--- src/design/mmpd_pkg.sv ---
package mmpd_pkg;

  localparam int unsigned PULSES_PER_PACKET = 35;
  localparam int unsigned COUNT_W = 6;
  localparam int unsigned PACKET_W = 19;
  localparam int unsigned FAST_BIT = 10;

  localparam logic [1:0] CLASS_SHORT = 2'd0;
  localparam logic [1:0] CLASS_LONG = 2'd2;

  localparam logic [0:0] REG_OWN_ADDRESS = 1'd0;

  typedef struct packed {
    logic [5:0] pad;
    logic [3:0] speed_command;
    logic       address_match;
    logic [3:0] extra_data;
    logic [3:0] speed_data;
    logic       fast_packet;
    logic [1:0] function_bits;
    logic [7:0] decoded_address;
    logic       repeat_confirmed;
    logic       receiving;
  } result_t;

  localparam logic [7:0] ADDR_TABLE [256] = '{
    8'd80,  8'd2,   8'd81,  8'd1,   8'd6,   8'd8,   8'd82,  8'd7,
    8'd145, 8'd177, 8'd83,  8'd161, 8'd3,   8'd5,   8'd84,  8'd4,
    8'd18,  8'd20,  8'd85,  8'd19,  8'd24,  8'd26,  8'd86,  8'd25,
    8'd146, 8'd178, 8'd87,  8'd162, 8'd21,  8'd23,  8'd88,  8'd22,
    8'd193, 8'd201, 8'd89,  8'd197, 8'd217, 8'd225, 8'd90,  8'd221,
    8'd147, 8'd179, 8'd91,  8'd163, 8'd205, 8'd213, 8'd92,  8'd209,
    8'd9,   8'd11,  8'd93,  8'd10,  8'd15,  8'd17,  8'd94,  8'd16,
    8'd148, 8'd180, 8'd95,  8'd164, 8'd12,  8'd14,  8'd96,  8'd13,
    8'd54,  8'd56,  8'd97,  8'd55,  8'd60,  8'd62,  8'd98,  8'd61,
    8'd149, 8'd181, 8'd99,  8'd165, 8'd57,  8'd59,  8'd100, 8'd58,
    8'd72,  8'd74,  8'd101, 8'd73,  8'd78,  8'd0,   8'd102, 8'd79,
    8'd150, 8'd182, 8'd103, 8'd166, 8'd75,  8'd77,  8'd104, 8'd76,
    8'd194, 8'd202, 8'd105, 8'd198, 8'd218, 8'd226, 8'd106, 8'd222,
    8'd151, 8'd183, 8'd107, 8'd167, 8'd206, 8'd214, 8'd108, 8'd210,
    8'd63,  8'd65,  8'd109, 8'd64,  8'd69,  8'd71,  8'd110, 8'd70,
    8'd152, 8'd184, 8'd111, 8'd168, 8'd66,  8'd68,  8'd112, 8'd67,
    8'd229, 8'd231, 8'd113, 8'd230, 8'd235, 8'd237, 8'd114, 8'd236,
    8'd153, 8'd185, 8'd115, 8'd169, 8'd232, 8'd234, 8'd116, 8'd233,
    8'd247, 8'd249, 8'd117, 8'd255, 8'd248, 8'd253, 8'd118, 8'd254,
    8'd154, 8'd186, 8'd119, 8'd170, 8'd250, 8'd252, 8'd120, 8'd251,
    8'd195, 8'd203, 8'd121, 8'd199, 8'd219, 8'd227, 8'd122, 8'd223,
    8'd155, 8'd187, 8'd123, 8'd171, 8'd207, 8'd215, 8'd124, 8'd211,
    8'd238, 8'd240, 8'd125, 8'd239, 8'd244, 8'd246, 8'd126, 8'd245,
    8'd156, 8'd188, 8'd127, 8'd172, 8'd241, 8'd243, 8'd128, 8'd242,
    8'd27,  8'd29,  8'd129, 8'd28,  8'd33,  8'd35,  8'd130, 8'd34,
    8'd157, 8'd189, 8'd131, 8'd173, 8'd30,  8'd32,  8'd132, 8'd31,
    8'd45,  8'd47,  8'd133, 8'd46,  8'd51,  8'd53,  8'd134, 8'd52,
    8'd158, 8'd190, 8'd135, 8'd174, 8'd48,  8'd50,  8'd136, 8'd49,
    8'd196, 8'd204, 8'd137, 8'd200, 8'd220, 8'd228, 8'd138, 8'd224,
    8'd159, 8'd191, 8'd139, 8'd175, 8'd208, 8'd216, 8'd140, 8'd212,
    8'd36,  8'd38,  8'd141, 8'd37,  8'd42,  8'd44,  8'd142, 8'd43,
    8'd160, 8'd192, 8'd143, 8'd176, 8'd39,  8'd41,  8'd144, 8'd40
  };

  // packet bit number to position: address, function, then data/extra interleaved
  function automatic logic [4:0] bit_position(input logic [4:0] n);
    logic [4:0] m;
    m = n - 5'd10;
    if (n < 5'd10) begin
      return n;
    end else if (!m[0]) begin
      return 5'd11 + {1'b0, m[4:1]};
    end else begin
      return 5'd15 + {1'b0, m[4:1]};
    end
  endfunction

endpackage

--- src/design/mm_pulse_packet_decoder.sv ---
// Motorola-format track packet decoder. Each input word is one classified pulse
// (s_tdata[1:0]: 0 short, 1 medium, 2 long; s_tuser: start of packet) and gives
// exactly one output word. The 35th pulse of a packet completes it; a completed
// packet identical to the previous one is a confirmed repeat, whose address bits
// are decoded through a fixed 256-entry table and compared with own_address; on a
// match the four speed bits are latched into speed_command. A pulse is accepted
// every cycle while the output side takes words: all decode work sits in one
// combinational stage in front of the output register, so a pulse's word is valid
// in the cycle after it is taken. own_address is written at byte address 0.
module mm_pulse_packet_decoder (
  input  logic        clk,
  input  logic        rst,
  input  logic        s_tvalid,
  output logic        s_tready,
  input  logic [7:0]  s_tdata,   // pulse_class[1:0], zero padding
  input  logic        s_tuser,   // packet_start
  output logic        m_tvalid,
  input  logic        m_tready,
  // receiving, repeat_confirmed, decoded_address[7:0], function_bits[1:0],
  // fast_packet, speed_data[3:0], extra_data[3:0], address_match, speed_command[3:0]
  output logic [31:0] m_tdata,
  input  logic        psel,
  input  logic        penable,
  input  logic        pwrite,
  input  logic [2:0]  paddr,
  input  logic [31:0] pwdata,
  output logic [31:0] prdata,
  output logic        pready
);

  logic [7:0]                      own_address;
  logic [mmpd_pkg::PACKET_W-1:0]   packet_current;
  logic [mmpd_pkg::PACKET_W-1:0]   packet_current_next;
  logic [mmpd_pkg::PACKET_W-1:0]   packet_previous;
  logic [mmpd_pkg::PACKET_W-1:0]   packet_previous_next;
  logic [mmpd_pkg::COUNT_W-1:0]    pulse_count;
  logic [mmpd_pkg::COUNT_W-1:0]    pulse_count_next;
  logic [3:0]                      latched_speed;
  logic [3:0]                      latched_speed_next;
  mmpd_pkg::result_t               result;
  mmpd_pkg::result_t               result_next;

  logic                            accept;
  logic [1:0]                      pulse_class;
  logic [mmpd_pkg::COUNT_W-1:0]    count_base;
  logic [mmpd_pkg::COUNT_W-1:0]    count_inc;
  logic [mmpd_pkg::PACKET_W-1:0]   packet_build;
  logic [7:0]                      table_address;

  assign pready   = 1'b1;
  assign s_tready = !m_tvalid || m_tready;
  assign accept   = s_tvalid && s_tready;
  assign m_tdata  = result;
  assign pulse_class = s_tdata[1:0];
  assign table_address = mmpd_pkg::ADDR_TABLE[packet_previous[7:0]];

  always_comb begin
    prdata = '0;
    if (paddr[2:2] == mmpd_pkg::REG_OWN_ADDRESS) begin
      prdata = {24'd0, own_address};
    end
  end

  always_ff @(posedge clk) begin
    if (rst) begin
      own_address <= '0;
    end else if (psel && penable && pwrite && pready &&
                 paddr[2:2] == mmpd_pkg::REG_OWN_ADDRESS) begin
      own_address <= pwdata[7:0];
    end
  end

  always_comb begin
    count_base = s_tuser ? '0 : pulse_count;
    packet_build = s_tuser ? '0 : packet_current;
    count_inc = count_base + 1'b1;
    packet_current_next = packet_build;
    packet_previous_next = packet_previous;
    pulse_count_next = count_base;
    latched_speed_next = latched_speed;
    result_next = '0;

    if (count_base < mmpd_pkg::COUNT_W'(mmpd_pkg::PULSES_PER_PACKET)) begin
      if (!count_base[0] && pulse_class != mmpd_pkg::CLASS_SHORT) begin
        packet_build[mmpd_pkg::bit_position(count_base[5:1])] = 1'b1;
      end
      if (pulse_class == mmpd_pkg::CLASS_LONG) begin
        packet_build[mmpd_pkg::FAST_BIT] = 1'b1;
      end
      packet_current_next = packet_build;
      pulse_count_next = count_inc;
      if (count_inc == mmpd_pkg::COUNT_W'(mmpd_pkg::PULSES_PER_PACKET)) begin
        if (packet_build == packet_previous) begin
          result_next.repeat_confirmed = 1'b1;
          result_next.decoded_address = table_address;
          result_next.function_bits = packet_previous[9:8];
          result_next.fast_packet = packet_previous[mmpd_pkg::FAST_BIT];
          result_next.speed_data = packet_previous[14:11];
          result_next.extra_data = packet_previous[18:15];
          if (table_address == own_address) begin
            result_next.address_match = 1'b1;
            latched_speed_next = packet_previous[14:11];
          end
        end else begin
          packet_previous_next = packet_build;
        end
      end else begin
        result_next.receiving = 1'b1;
      end
    end
    result_next.speed_command = latched_speed_next;
  end

  always_ff @(posedge clk) begin
    if (rst) begin
      packet_current <= '0;
      packet_previous <= '0;
      pulse_count <= '0;
      latched_speed <= '0;
      m_tvalid <= 1'b0;
    end else begin
      if (accept) begin
        packet_current <= packet_current_next;
        packet_previous <= packet_previous_next;
        pulse_count <= pulse_count_next;
        latched_speed <= latched_speed_next;
        m_tvalid <= 1'b1;
      end else if (m_tready) begin
        m_tvalid <= 1'b0;
      end
    end
  end

  always_ff @(posedge clk) begin
    if (accept) begin
      result <= result_next;
    end
  end

`ifndef ASSERT_OFF
  a_count_range: assert property (@(posedge clk) disable iff (rst)
    pulse_count <= mmpd_pkg::COUNT_W'(mmpd_pkg::PULSES_PER_PACKET))
    else $error("pulse count beyond packet length");

  a_repeat_complete: assert property (@(posedge clk) disable iff (rst)
    m_tvalid && result.repeat_confirmed |-> !result.receiving)
    else $error("repeat reported on incomplete packet");

  a_no_repeat_zero: assert property (@(posedge clk) disable iff (rst)
    m_tvalid && !result.repeat_confirmed |->
      result.decoded_address == 8'd0 && !result.address_match &&
      result.speed_data == 4'd0)
    else $error("decode fields set without repeat");

  a_match_latch: assert property (@(posedge clk) disable iff (rst)
    m_tvalid && result.address_match |->
      result.speed_command == result.speed_data &&
      latched_speed == result.speed_command)
    else $error("speed not latched on address match");
`endif

endmodule

--- config.mk ---
export PLATFORM = sky130hd
export DESIGN_NAME = mm_pulse_packet_decoder
export DESIGN_NICKNAME = d
export VERILOG_FILES = /design/src/design/mmpd_pkg.sv /design/src/design/mm_pulse_packet_decoder.sv
export SDC_FILE = /design/constraint.sdc
export NUM_CORES = 1
export LEC_CHECK = 0
export BUFFER_PORTS_ARGS = -buffer_cell sky130_fd_sc_hd__clkbuf_2
export CORE_UTILIZATION = 53
export DETAILED_ROUTE_END_ITERATION = 6
export PLACE_DENSITY = 0.78
export SYNTH_ARGS = -nofsm -noshare
export SYNTH_HDL_FRONTEND = slang
export SYNTH_SLANG_ARGS = --single-unit
--- constraint.sdc ---
create_clock -name clk -period 4.53 [get_ports clk]
set_input_delay 0 -clock clk [delete_from_list [all_inputs] [get_ports clk]]
set_output_delay 0 -clock clk [all_outputs]
set_load 0.1 [all_outputs]
==> reports/metrics.cfg, run 1 <==
[layout]
n_antenna_cell=0
drive_gt1_frac=0.159
fill_cells=1165
fin_nets=1037
fin_util=0.600
area_growth_pct=9.47

[synthesis]
async_flop_share=0
netlist_area_um2=7340
synth_top_cell_by_area=dfxtp_1
synth_area_leaders=dfxtp_1 16%, edfxtp_1 11%, buf_4 4.1%
syn_inst=930
synthFlopType=dfxtp_1
synth_top_area_frac=0.155
synth-seq-cells=83
ys.warnings.count=0
syn_area_per_cell_um2=7.90
ys_seq_area_frac=0.262
synth-edff-count=26
ys_types=97

[setup_path]
rrSetupSlack_ns=0.35
critPathMaxFanout=10
required_ns=4.64
cp-end-kind=flop
start_kind=flop
arrival_ns=4.29
reg2reg_to=m_tdata[25]
critPathLaunch=packet_previous[0]
r2r_cells=13
reg2reg_from=packet_previous[0]
crit_type=flop to flop

[clock_tree]
clk_latency_ns=0.36
h-tree-depth=3
tritoncts=yes
cts-buffers-inserted=9
post_cts.repair.setup_buffers=0
clk_path_buf_depth=2
clkSinkCount=83
clkSlewWorstSetupHoldPaths_ns=0.07
clk_root_buffer_cell=clkbuf_16

[detailed_routing]
routed_via_density=6.63
num_vias=7597
drt-initial-drc-count=1138
ant_nets=0
wl_per_cell_um=19.4
wl_mm=22.2
firstDrtPassIters=6
drc=0

[global_routing]
grt_max_degree=65
gr-total-overflow=0
track_usage=0.313
grt_pass1_vias=6926
grt_pass1_wl_mm=35.9
grt_antenna_before_repair=0

[floorplanning]
start_util=0.548
fp.dieW_um=120
die_height_um=120
std_cell_rows=42
ioPinCount=118
die_area_um2=14300
core_um2=13400

[pwr]
pwr_density_cell_nw_per_um2=244
internal_power_mw=1.26
p_seq_frac=0.412
p_switching_uw=699
switching_share=0.356
comb_power_share=0.223
power_leakage_nw=3.01
ir_drop_v=0.000213
clkPwrFrac=0.365

[worst_hold_path]
whs_path_depth=4
min_from=s_tdata[1]
holdPathEnd=packet_previous[10]
hold_path_class=primary input to flop

[timing]
relSlewSlack=0.263
skew_ns=0.00790
drv_slew=0
rsz0062_at_grt=no
fin_crit_sh=0.923
setup_violations=0
fmax_mhz=239
setup_tns_ns=0
finalCriticalPeriod_ns=4.18
worstMarginPinSlew_ns=1.11
final_hold_viol_count=0

[placed_design]
portBuffers=54
routabilityCongestion=0.993
dpl.hpwl_mm=15.7

[run_status]
status=complete, no violations

[run]
maxCapViolCount=0

[state kept, by name (all words and copies together) (netlist names)]
signal	flops
latched_speed	4
packet_previous	19
m_tdata	26
m_tvalid	1
packet_current	19
pulse_count	6
own_address	8
[cells in the final DEF (no fill, tap or decap), drive strengths merged, types with 16 or more instances in the layout]
cell    instances
a211oi         24
a21oi          58
and2           17
buf            44
clkbuf         63
conb           31
dfxtp          57
edfxtp         26
ha             21
inv            31
mux2i          16
nand2          73
nand2b         26
nand3          21
nor2           80
nor2b          36
nor3           30
o21ai          54
[routing by layer]
layer / GRT usage / routed length, um
met3: 0.0665 / 2480
met4: 0.138 / 794
met2: 0.473 / 9700
met5: 0 / 0
met1: 0.428 / 9240
[worst max-delay path, stage by stage, from the launching register on]
cell and delay (ns):
dfxtp_1 0.33, inv_1 0.06, buf_4 0.18, ha_1 0.37
buf_4 0.19, nor2b_1 0.18, nor3b_1 0.31, a211o_1 0.15
o2111ai_1 0.12, a32oi_1 0.46, xor2_1 0.18, or4_1 0.68
nor3_4 0.39, mux2_4 0.34
[final cells by class]
| cell class | count | area [um^2] | share of cell area |
|---|---|---|---|
| Clock buffer | 9 | 225 | 0.0280 |
| Clock inverter | 7 | 58.8 | 0.00732 |
| Inverter | 26 | 97.6 | 0.0121 |
| Multi-Input combinational cell | 737 | 4800 | 0.597 |
| Sequential cell | 83 | 1920 | 0.239 |
| Tap cell | 176 | 220 | 0.0274 |
| Timing Repair Buffer | 108 | 713 | 0.0887 |
[how the worst max path moves through the flow]
stage	end	slack, ns	cells past startpoint
6_report	m_tdata[25]	0.35	13
5_1_grt	m_tdata[10]	0.05	11
4_1_cts	m_tdata[10]	0.36	11
3_5_place_dp	m_tdata[10]	0.39	11
3_3_place_gp	m_tdata[11]	0.46	11
2_1_floorplan	m_tdata[22]	0.31	17
[per-stage QoR]
step / hold WS (ns) / cell area, um^2 / cells / power [mW] / setup slack [ns]
after CTS: 0.142 / 8030 / 1146 / 1.96 / 0.361
after global placement: 0.234 / 7650 / 1120 / 1.24 / 0.464
after detailed placement: 0.237 / 7650 / 1120 / 1.25 / 0.393
final: 0.135 / 8040 / 1146 / 1.96 / 0.348
after global routing: 0.195 / 8040 / 1146 / 2.02 / 0.0547
after floorplan: 0.129 / 7450 / 959 / 1.19 / 0.311
[power groups by stage]
| stage | Clock [mW] | Sequential, mW | Combinational, mW |
|---|---|---|---|
| global placement | 0 | 0.823 | 0.418 |
| CTS | 0.719 | 0.808 | 0.430 |
| global route | 0.749 | 0.810 | 0.459 |
| finish | 0.716 | 0.808 | 0.438 |
| detailed placement | 0 | 0.824 | 0.422 |
| floorplan | 0 | 0.895 | 0.299 |
[kinds of logic after synthesis]
family,share of synthesized area
AOI/OAI and AO/OA,0.288
xor gates and xnor gates,0.0167
adders and majority gates,0.0358
buffers and inverters,0.101
DFF,0.262
muxes,0.0407
other,0.00102
and+or+nand+nor,0.255
[cells in the mapped netlist (10+ instances only)]
cell type / instances
o211ai_1: 10
nand2b_1: 26
mux2i_1: 16
o21ai_0: 48
nand3_1: 21
buf_4: 40
a21oi_1: 58
edfxtp_1: 26
nor3_1: 28
inv_1: 25
clkbuf_1: 37
buf_2: 28
nand2_1: 73
a22oi_1: 11
o31ai_1: 11
ha_1: 21
nor2_1: 79
nor2b_1: 36
nand4_1: 14
a211oi_1: 22
and2_1: 17
dfxtp_1: 57
a31oi_1: 12
[what timing repair did]
item | CTS | global route
hold buffers | 10 | 0
endpoints found under the hold margin | 9 | 0
gates resized for setup | 0 | 1
endpoints found under the setup margin | 0 | 9
No activity file was read; power rests on OpenSTA's default activity.
==> run 2: changes to the inputs <==
--- a/config.mk
+++ b/config.mk
@@ -6,8 +6,8 @@
 export NUM_CORES = 1
 export LEC_CHECK = 0
-export BUFFER_PORTS_ARGS = -buffer_cell sky130_fd_sc_hd__clkbuf_2
+export BUFFER_PORTS_ARGS = -buffer_cell sky130_fd_sc_hd__buf_2
 export CORE_UTILIZATION = 53
 export DETAILED_ROUTE_END_ITERATION = 6
-export PLACE_DENSITY = 0.78
+export PLACE_DENSITY = 0.85
 export SYNTH_ARGS = -nofsm -noshare
 export SYNTH_HDL_FRONTEND = slang
==> constraint.sdc (replaced) <==
create_clock -name clk -period 4.53 [get_ports clk]
set_input_delay 0.2265 -clock clk [delete_from_list [all_inputs] [get_ports clk]]
set_output_delay 0.2265 -clock clk [all_outputs]
set_load 0.1 [all_outputs]
==> run 2 against run 1 <==
  * Highest routed layer unchanged
  * Cell count down 0.44%
  * Global-route usage down 0.24 points
  * Hold slack worse by 0.012 ns
  * Clock power down 1%
  * Core utilization down 0.50 points
  * Critical path depth down 1
  * First-iteration DRC count up 6.6%
==> reports/metrics.cfg, run 2 (synthesized netlist as in run 1, its figures left out) <==
[layout]
final_common_cell=nor2_1
area_growth_pct=8.55
largest_reg_flops=26  ; unchanged
drive_gt1_frac=0.165  ; +0.00600
n_antenna_cell=0  ; unchanged
layout_common_cells=78 x nor2_1, 73 x nand2_1, 58 x a21oi_1
final_area_um2=7970  ; -0.84%
fin_util=0.595  ; -0.00504
fin_nets=1032  ; -0.48%

[placed_design]
dpl.hpwl_mm=15.9  ; +1.3%
placed_cell_area_um2=7690  ; +0.49%
portBuffers=54  ; unchanged
routabilityCongestion=1.00  ; +0.78%

[pwr]
power_leakage_nw=2.99  ; -0.45%
pwr_density_cell_nw_per_um2=244  ; about the same
ir_drop_v=0.000209  ; -1.9%

[timing]
worstMarginPinSlew_ns=1.00  ; -0.103 ns
whs_ns=0.123  ; -0.0118 ns
skew_ns=0.00692  ; -0.000981 ns
fmax_mhz=240  ; +0.32%
drv_slew=0  ; unchanged
fin_crit_sh=0.920  ; -0.00297
relSlewSlack=0.330  ; +0.0677
setup_violations=0  ; unchanged
final_hold_viol_count=0  ; unchanged
setup_tns_ns=0  ; unchanged
rsz0062_at_grt=no
finalCriticalPeriod_ns=4.17  ; -0.0134 ns

[detailed_routing]
routed_via_density=6.62  ; about the same
wl_mm=22.3  ; +0.50%
firstDrtPassIters=6  ; unchanged
wl_per_cell_um=19.6  ; +0.94%
num_vias=7559  ; -0.50%
drt-initial-drc-count=1213  ; +6.6%
ant_nets=0  ; unchanged
drc=0  ; unchanged

[global_routing]
track_usage=0.311  ; -0.00236
grt_antenna_before_repair=0  ; unchanged
grt_max_degree=65  ; unchanged
grt_pass1_wl_mm=35.6  ; -0.85%
grt_pass1_vias=6877  ; -0.71%
gr-total-overflow=0  ; unchanged

[setup_path]
required_ns=4.63  ; about the same
rrSetupSlack_ns=0.36  ; about the same
arrival_ns=4.27  ; -0.02 ns
critPathMaxFanout=10  ; unchanged
reg2reg_from=packet_previous[0]
start_kind=flop
crit_type=flop to flop
critPathLaunch=packet_previous[0]
cp-end-kind=flop

[floorplanning]
std_cell_rows=42  ; unchanged
die_height_um=120  ; unchanged
core_um2=13400  ; unchanged
die_area_um2=14300  ; unchanged
start_util=0.548  ; unchanged
ioPinCount=118  ; unchanged
fp.dieW_um=120  ; unchanged

[worst_hold_path]
hold_path_class=primary input to flop
min_from=s_tvalid

[clock_tree]
clk_root_buffer_cell=clkbuf_16
clk_latency_ns=0.35  ; about the same
cts-buffers-inserted=9  ; unchanged
hold_buffers=0  ; -10
h-tree-depth=3  ; unchanged
cts_resized=0  ; unchanged
clkSlewWorstSetupHoldPaths_ns=0.07  ; about the same
post_cts.repair.setup_buffers=0  ; unchanged
clk_path_buf_depth=2  ; unchanged
tritoncts=yes
clkSinkCount=83  ; unchanged

[run]
maxCapViolCount=0  ; unchanged

[run_status]
status=complete, no violations

==> run 2: cell count changes in the layout (fill, tap and decap cells not counted), sizes merged <==
| cell | change |
|---|---|
| buf | +59 |
| clkbuf | -54 |
| clkinv | +2 |
| dlygate4sd3 | -10 |
| inv | -2 |
==> run 2: worst max-delay path, stage by stage, from the launching register on <==
cell	delay, ns
dfxtp_1	0.33
inv_1	0.06
buf_4	0.19
ha_1	0.44
and2b_1	0.27
or3_1	0.40
nand4b_1	0.11
o2111ai_1	0.13
a32oi_1	0.44
xor2_1	0.18
or4_1	0.67
nor3_4	0.38
mux2_4	0.33
==> run 2: worst paths after layout <==
kind,endpoint,cells after the start
worst max-delay path,m_tdata[25],12
worst min register to register,latched_speed[3],2
worst min-delay path,m_tvalid,3
worst max register to register,m_tdata[25],12
==> run 2: cell type report <==
class / count / area [um^2]
Clock buffer: 9 / 225
Tap cell: 176 / 220
Multi-Input combinational cell: 737 / 4790
Timing Repair Buffer: 103 / 651
Fill cell: 1162 / 5430
Inverter: 26 / 97.6
Sequential cell: 83 / 1920
Clock inverter: 7 / 58.8
==> run 2: metrics by stage <==
stage / worst slack, ns / cells / total power, mW
after floorplan: 0.311 / 959 / 1.19
final: 0.361 / 1141 / 1.94
after CTS: 0.426 / 1141 / 1.94
after detailed placement: 0.452 / 1125 / 1.25
after global routing: 0.0845 / 1141 / 2.00
after global placement: 0.500 / 1125 / 1.24
==> run 2: report_power, final <==
part           switching, mW  internal (mW)
combinational          0.345         0.0857
clock                  0.327          0.380
sequential            0.0181          0.790
==> run 2: metal layers <==
layer	track usage	vias up	routed length, um
li1	-	3471	-
met1	0.417	3454	8900
met2	0.472	556	9900
met3	0.0784	78	2760
met4	0.133	0	758
met5	0	-	0
==> run 3: changes to the inputs <==
==> constraint.sdc (replaced) <==
create_clock -name clk -period 4.53 [get_ports clk]
set_input_delay 0.453 -clock clk [delete_from_list [all_inputs] [get_ports clk]]
set_output_delay 0.453 -clock clk [all_outputs]
set_load 0.1 [all_outputs]
==> run 3 against run 2 <==
  * Combinational power hardly changed
  * Count of clock-buffer cells in the layout stayed put
  * First-iteration DRC count is 3.4% lower
  * Sequential power hardly changed
  * Highest routed layer unchanged
  * Clock power is 4.5% higher
  * Critical path depth stayed put
==> reports/metrics.cfg, run 3 (synthesized netlist as in run 1, its figures left out) <==
[timing]
drv_slew=0  ; unchanged
setup_tns_ns=0  ; unchanged
fin_crit_sh=0.922  ; +0.00134
skew_ns=0.00437  ; -0.00256 ns
final_hold_viol_count=0  ; unchanged
finalCriticalPeriod_ns=4.17  ; +0.00609 ns
fmax_mhz=240  ; -0.15%
rsz0062_at_grt=no
setup_violations=0  ; unchanged
worstMarginPinSlew_ns=0.987  ; -0.0160 ns
relSlewSlack=0.342  ; +0.0114
whs_ns=0.360  ; +0.237 ns

[run_status]
status=complete, no violations

[floorplanning]
fp.dieW_um=120  ; unchanged
core_um2=13400  ; unchanged
start_util=0.548  ; unchanged
ioPinCount=118  ; unchanged
die_area_um2=14300  ; unchanged
std_cell_rows=42  ; unchanged
die_height_um=120  ; unchanged

[layout]
area_growth_pct=8.71
n_antenna_cell=0  ; unchanged
fill_cells=1190  ; +2.4%
final_common_cell=nor2_1
multi_input_area_um2=4800  ; +0.10%
final-seq-area_um2=1920  ; unchanged
fin_nets=1032  ; unchanged
layout_common_cells=78 x nor2_1, 73 x nand2_1, 58 x a21oi_1
drive_gt1_frac=0.164  ; -0.00104
largest_reg_flops=26  ; unchanged

[global_routing]
grt_pass1_wl_mm=35.3  ; -0.91%
gr-total-overflow=0  ; unchanged
grt_antenna_before_repair=0  ; unchanged
grt_pass1_vias=6732  ; -2.1%
grt_max_degree=52  ; -20%
track_usage=0.308  ; -0.00315

[pwr]
switching_share=0.339  ; -0.0156
p_seq_frac=0.408  ; -0.007
pwr_density_cell_nw_per_um2=248  ; +1.5%
internal_power_mw=1.31  ; +4.1%
power_leakage_nw=2.99  ; about the same
comb_power_share=0.218  ; -0.003
clkPwrFrac=0.373  ; +0.010
p_switching_uw=670  ; -2.8%
ir_drop_v=0.000175  ; -16%

[detailed_routing]
drc=0  ; unchanged
firstDrtPassIters=5  ; -1
num_vias=7591  ; +0.42%
routed_via_density=6.65  ; +0.42%
drt-initial-drc-count=1172  ; -3.4%
wl_per_cell_um=19.5  ; -0.13%
wl_mm=22.3  ; -0.13%
ant_nets=0  ; unchanged

[worst_hold_path]
whs_path_depth=3  ; unchanged
hold_path_class=primary input to flop
min_from=pwdata[6]
holdPathEnd=own_address[6]

[setup_path]
path_buf_inv=2  ; unchanged
r2r_cells=12  ; unchanged
rrSetupSlack_ns=0.36  ; about the same
reg2reg_to=m_tdata[23]
start_kind=flop
cpMaxStageDelayCell=or4_1
cpLargestDelayFamily=simple AND/OR/NAND/NOR gates
cp-end-kind=flop
max_stage_delay_ns=0.70  ; +0.03 ns
crit_type=flop to flop
arrival_ns=4.27  ; about the same
crit_chain=inv_1 > buf_4 > ha_1 > and2b_1 > o311ai_0 > o211ai_1 > a32oi_1 > xnor2_1 > o22ai_1 > or4_1 > nor3_4 > mux2_4
critPathMaxFanout=10  ; unchanged
required_ns=4.63  ; about the same
reg2reg_from=packet_previous[0]

[clock_tree]
clkSinkCount=83  ; unchanged
post_cts.repair.setup_buffers=0  ; unchanged
clkSlewWorstSetupHoldPaths_ns=0.06  ; about the same
tritoncts=yes
clk_latency_ns=0.34  ; about the same
cts_resized=0  ; unchanged
hold_buffers=0  ; unchanged
cts-buffers-inserted=9  ; unchanged
h-tree-depth=3  ; unchanged
clk_root_buffer_cell=clkbuf_16
clk_path_buf_depth=2  ; unchanged

[placed_design]
routabilityCongestion=1.02  ; +1.9%
dpl.hpwl_mm=16.0  ; +0.50%
portBuffers=54  ; unchanged

[run]
maxCapViolCount=0  ; unchanged

## run 3: changes by cell type in the layout (fill, tap and decap cells not counted)
cell / before / now
clkinv_1: 0 / 1
inv_6: 2 / 0
buf_12: 1 / 0
clkinvlp_4: 1 / 2
clkinv_2: 1 / 0
buf_4: 48 / 49
nor2_2: 2 / 1
bufinv_16: 0 / 1
nor2_4: 0 / 1
## run 3: per-layer routing
layer,up-vias,GRT usage,wire length [um]
met3,91,0.0642,2650
met4,0,0.140,958
li1,3482,-,-
met5,-,0,0
met2,581,0.465,9600
met1,3437,0.420,9090
## run 3: worst max path at each step
stage	startpoint	to	slack (ns)	cells past startpoint
floorplan	s_tuser	m_tdata[22]	0.24	15
global placement	s_tuser	m_tdata[25]	0.39	12
detailed placement	s_tuser	m_tdata[23]	0.35	12
CTS	packet_previous[0]	m_tdata[23]	0.40	12
finish	packet_previous[0]	m_tdata[23]	0.36	12
global route	pulse_count[2]	latched_speed[0]	0.09	13
## run 3: power groups by stage
stage                     Combinational [mW]  Sequential, mW  Clock (mW)
after CTS                              0.423           0.807       0.742
after floorplan                        0.299           0.895           0
after detailed placement               0.421           0.823           0
final                                  0.432           0.807       0.738
after global placement                 0.417           0.822           0
after global routing                   0.450           0.809       0.778
## run 3: tightest hold or removal path, cell delays in order
cell     delay [ns]
buf_2          0.09
nand2_1        0.06
a21oi_1        0.05
## run 3: cell type report
cell class / instances / share of cell area
inverter: 26 / 0.0122
sequential: 83 / 0.241
tap: 176 / 0.0276
multi-input combinational: 737 / 0.601
clock inverter: 7 / 0.00972
clock buffer: 9 / 0.0282
timing repair buffer: 103 / 0.0799
## run 3: through the flow
stage / area [um^2] / power [mW] / setup slack (ns) / util / instances
floorplan: 7450 / 1.19 / 0.236 / - / 959
global placement: 7670 / 1.24 / 0.391 / 0.573 / 1125
detailed placement: 7670 / 1.24 / 0.352 / 0.573 / 1125
CTS: 7980 / 1.97 / 0.398 / 0.595 / 1141
global route: 7980 / 2.04 / 0.0897 / 0.596 / 1141
finish: 7980 / 1.98 / 0.355 / 0.596 / 1141
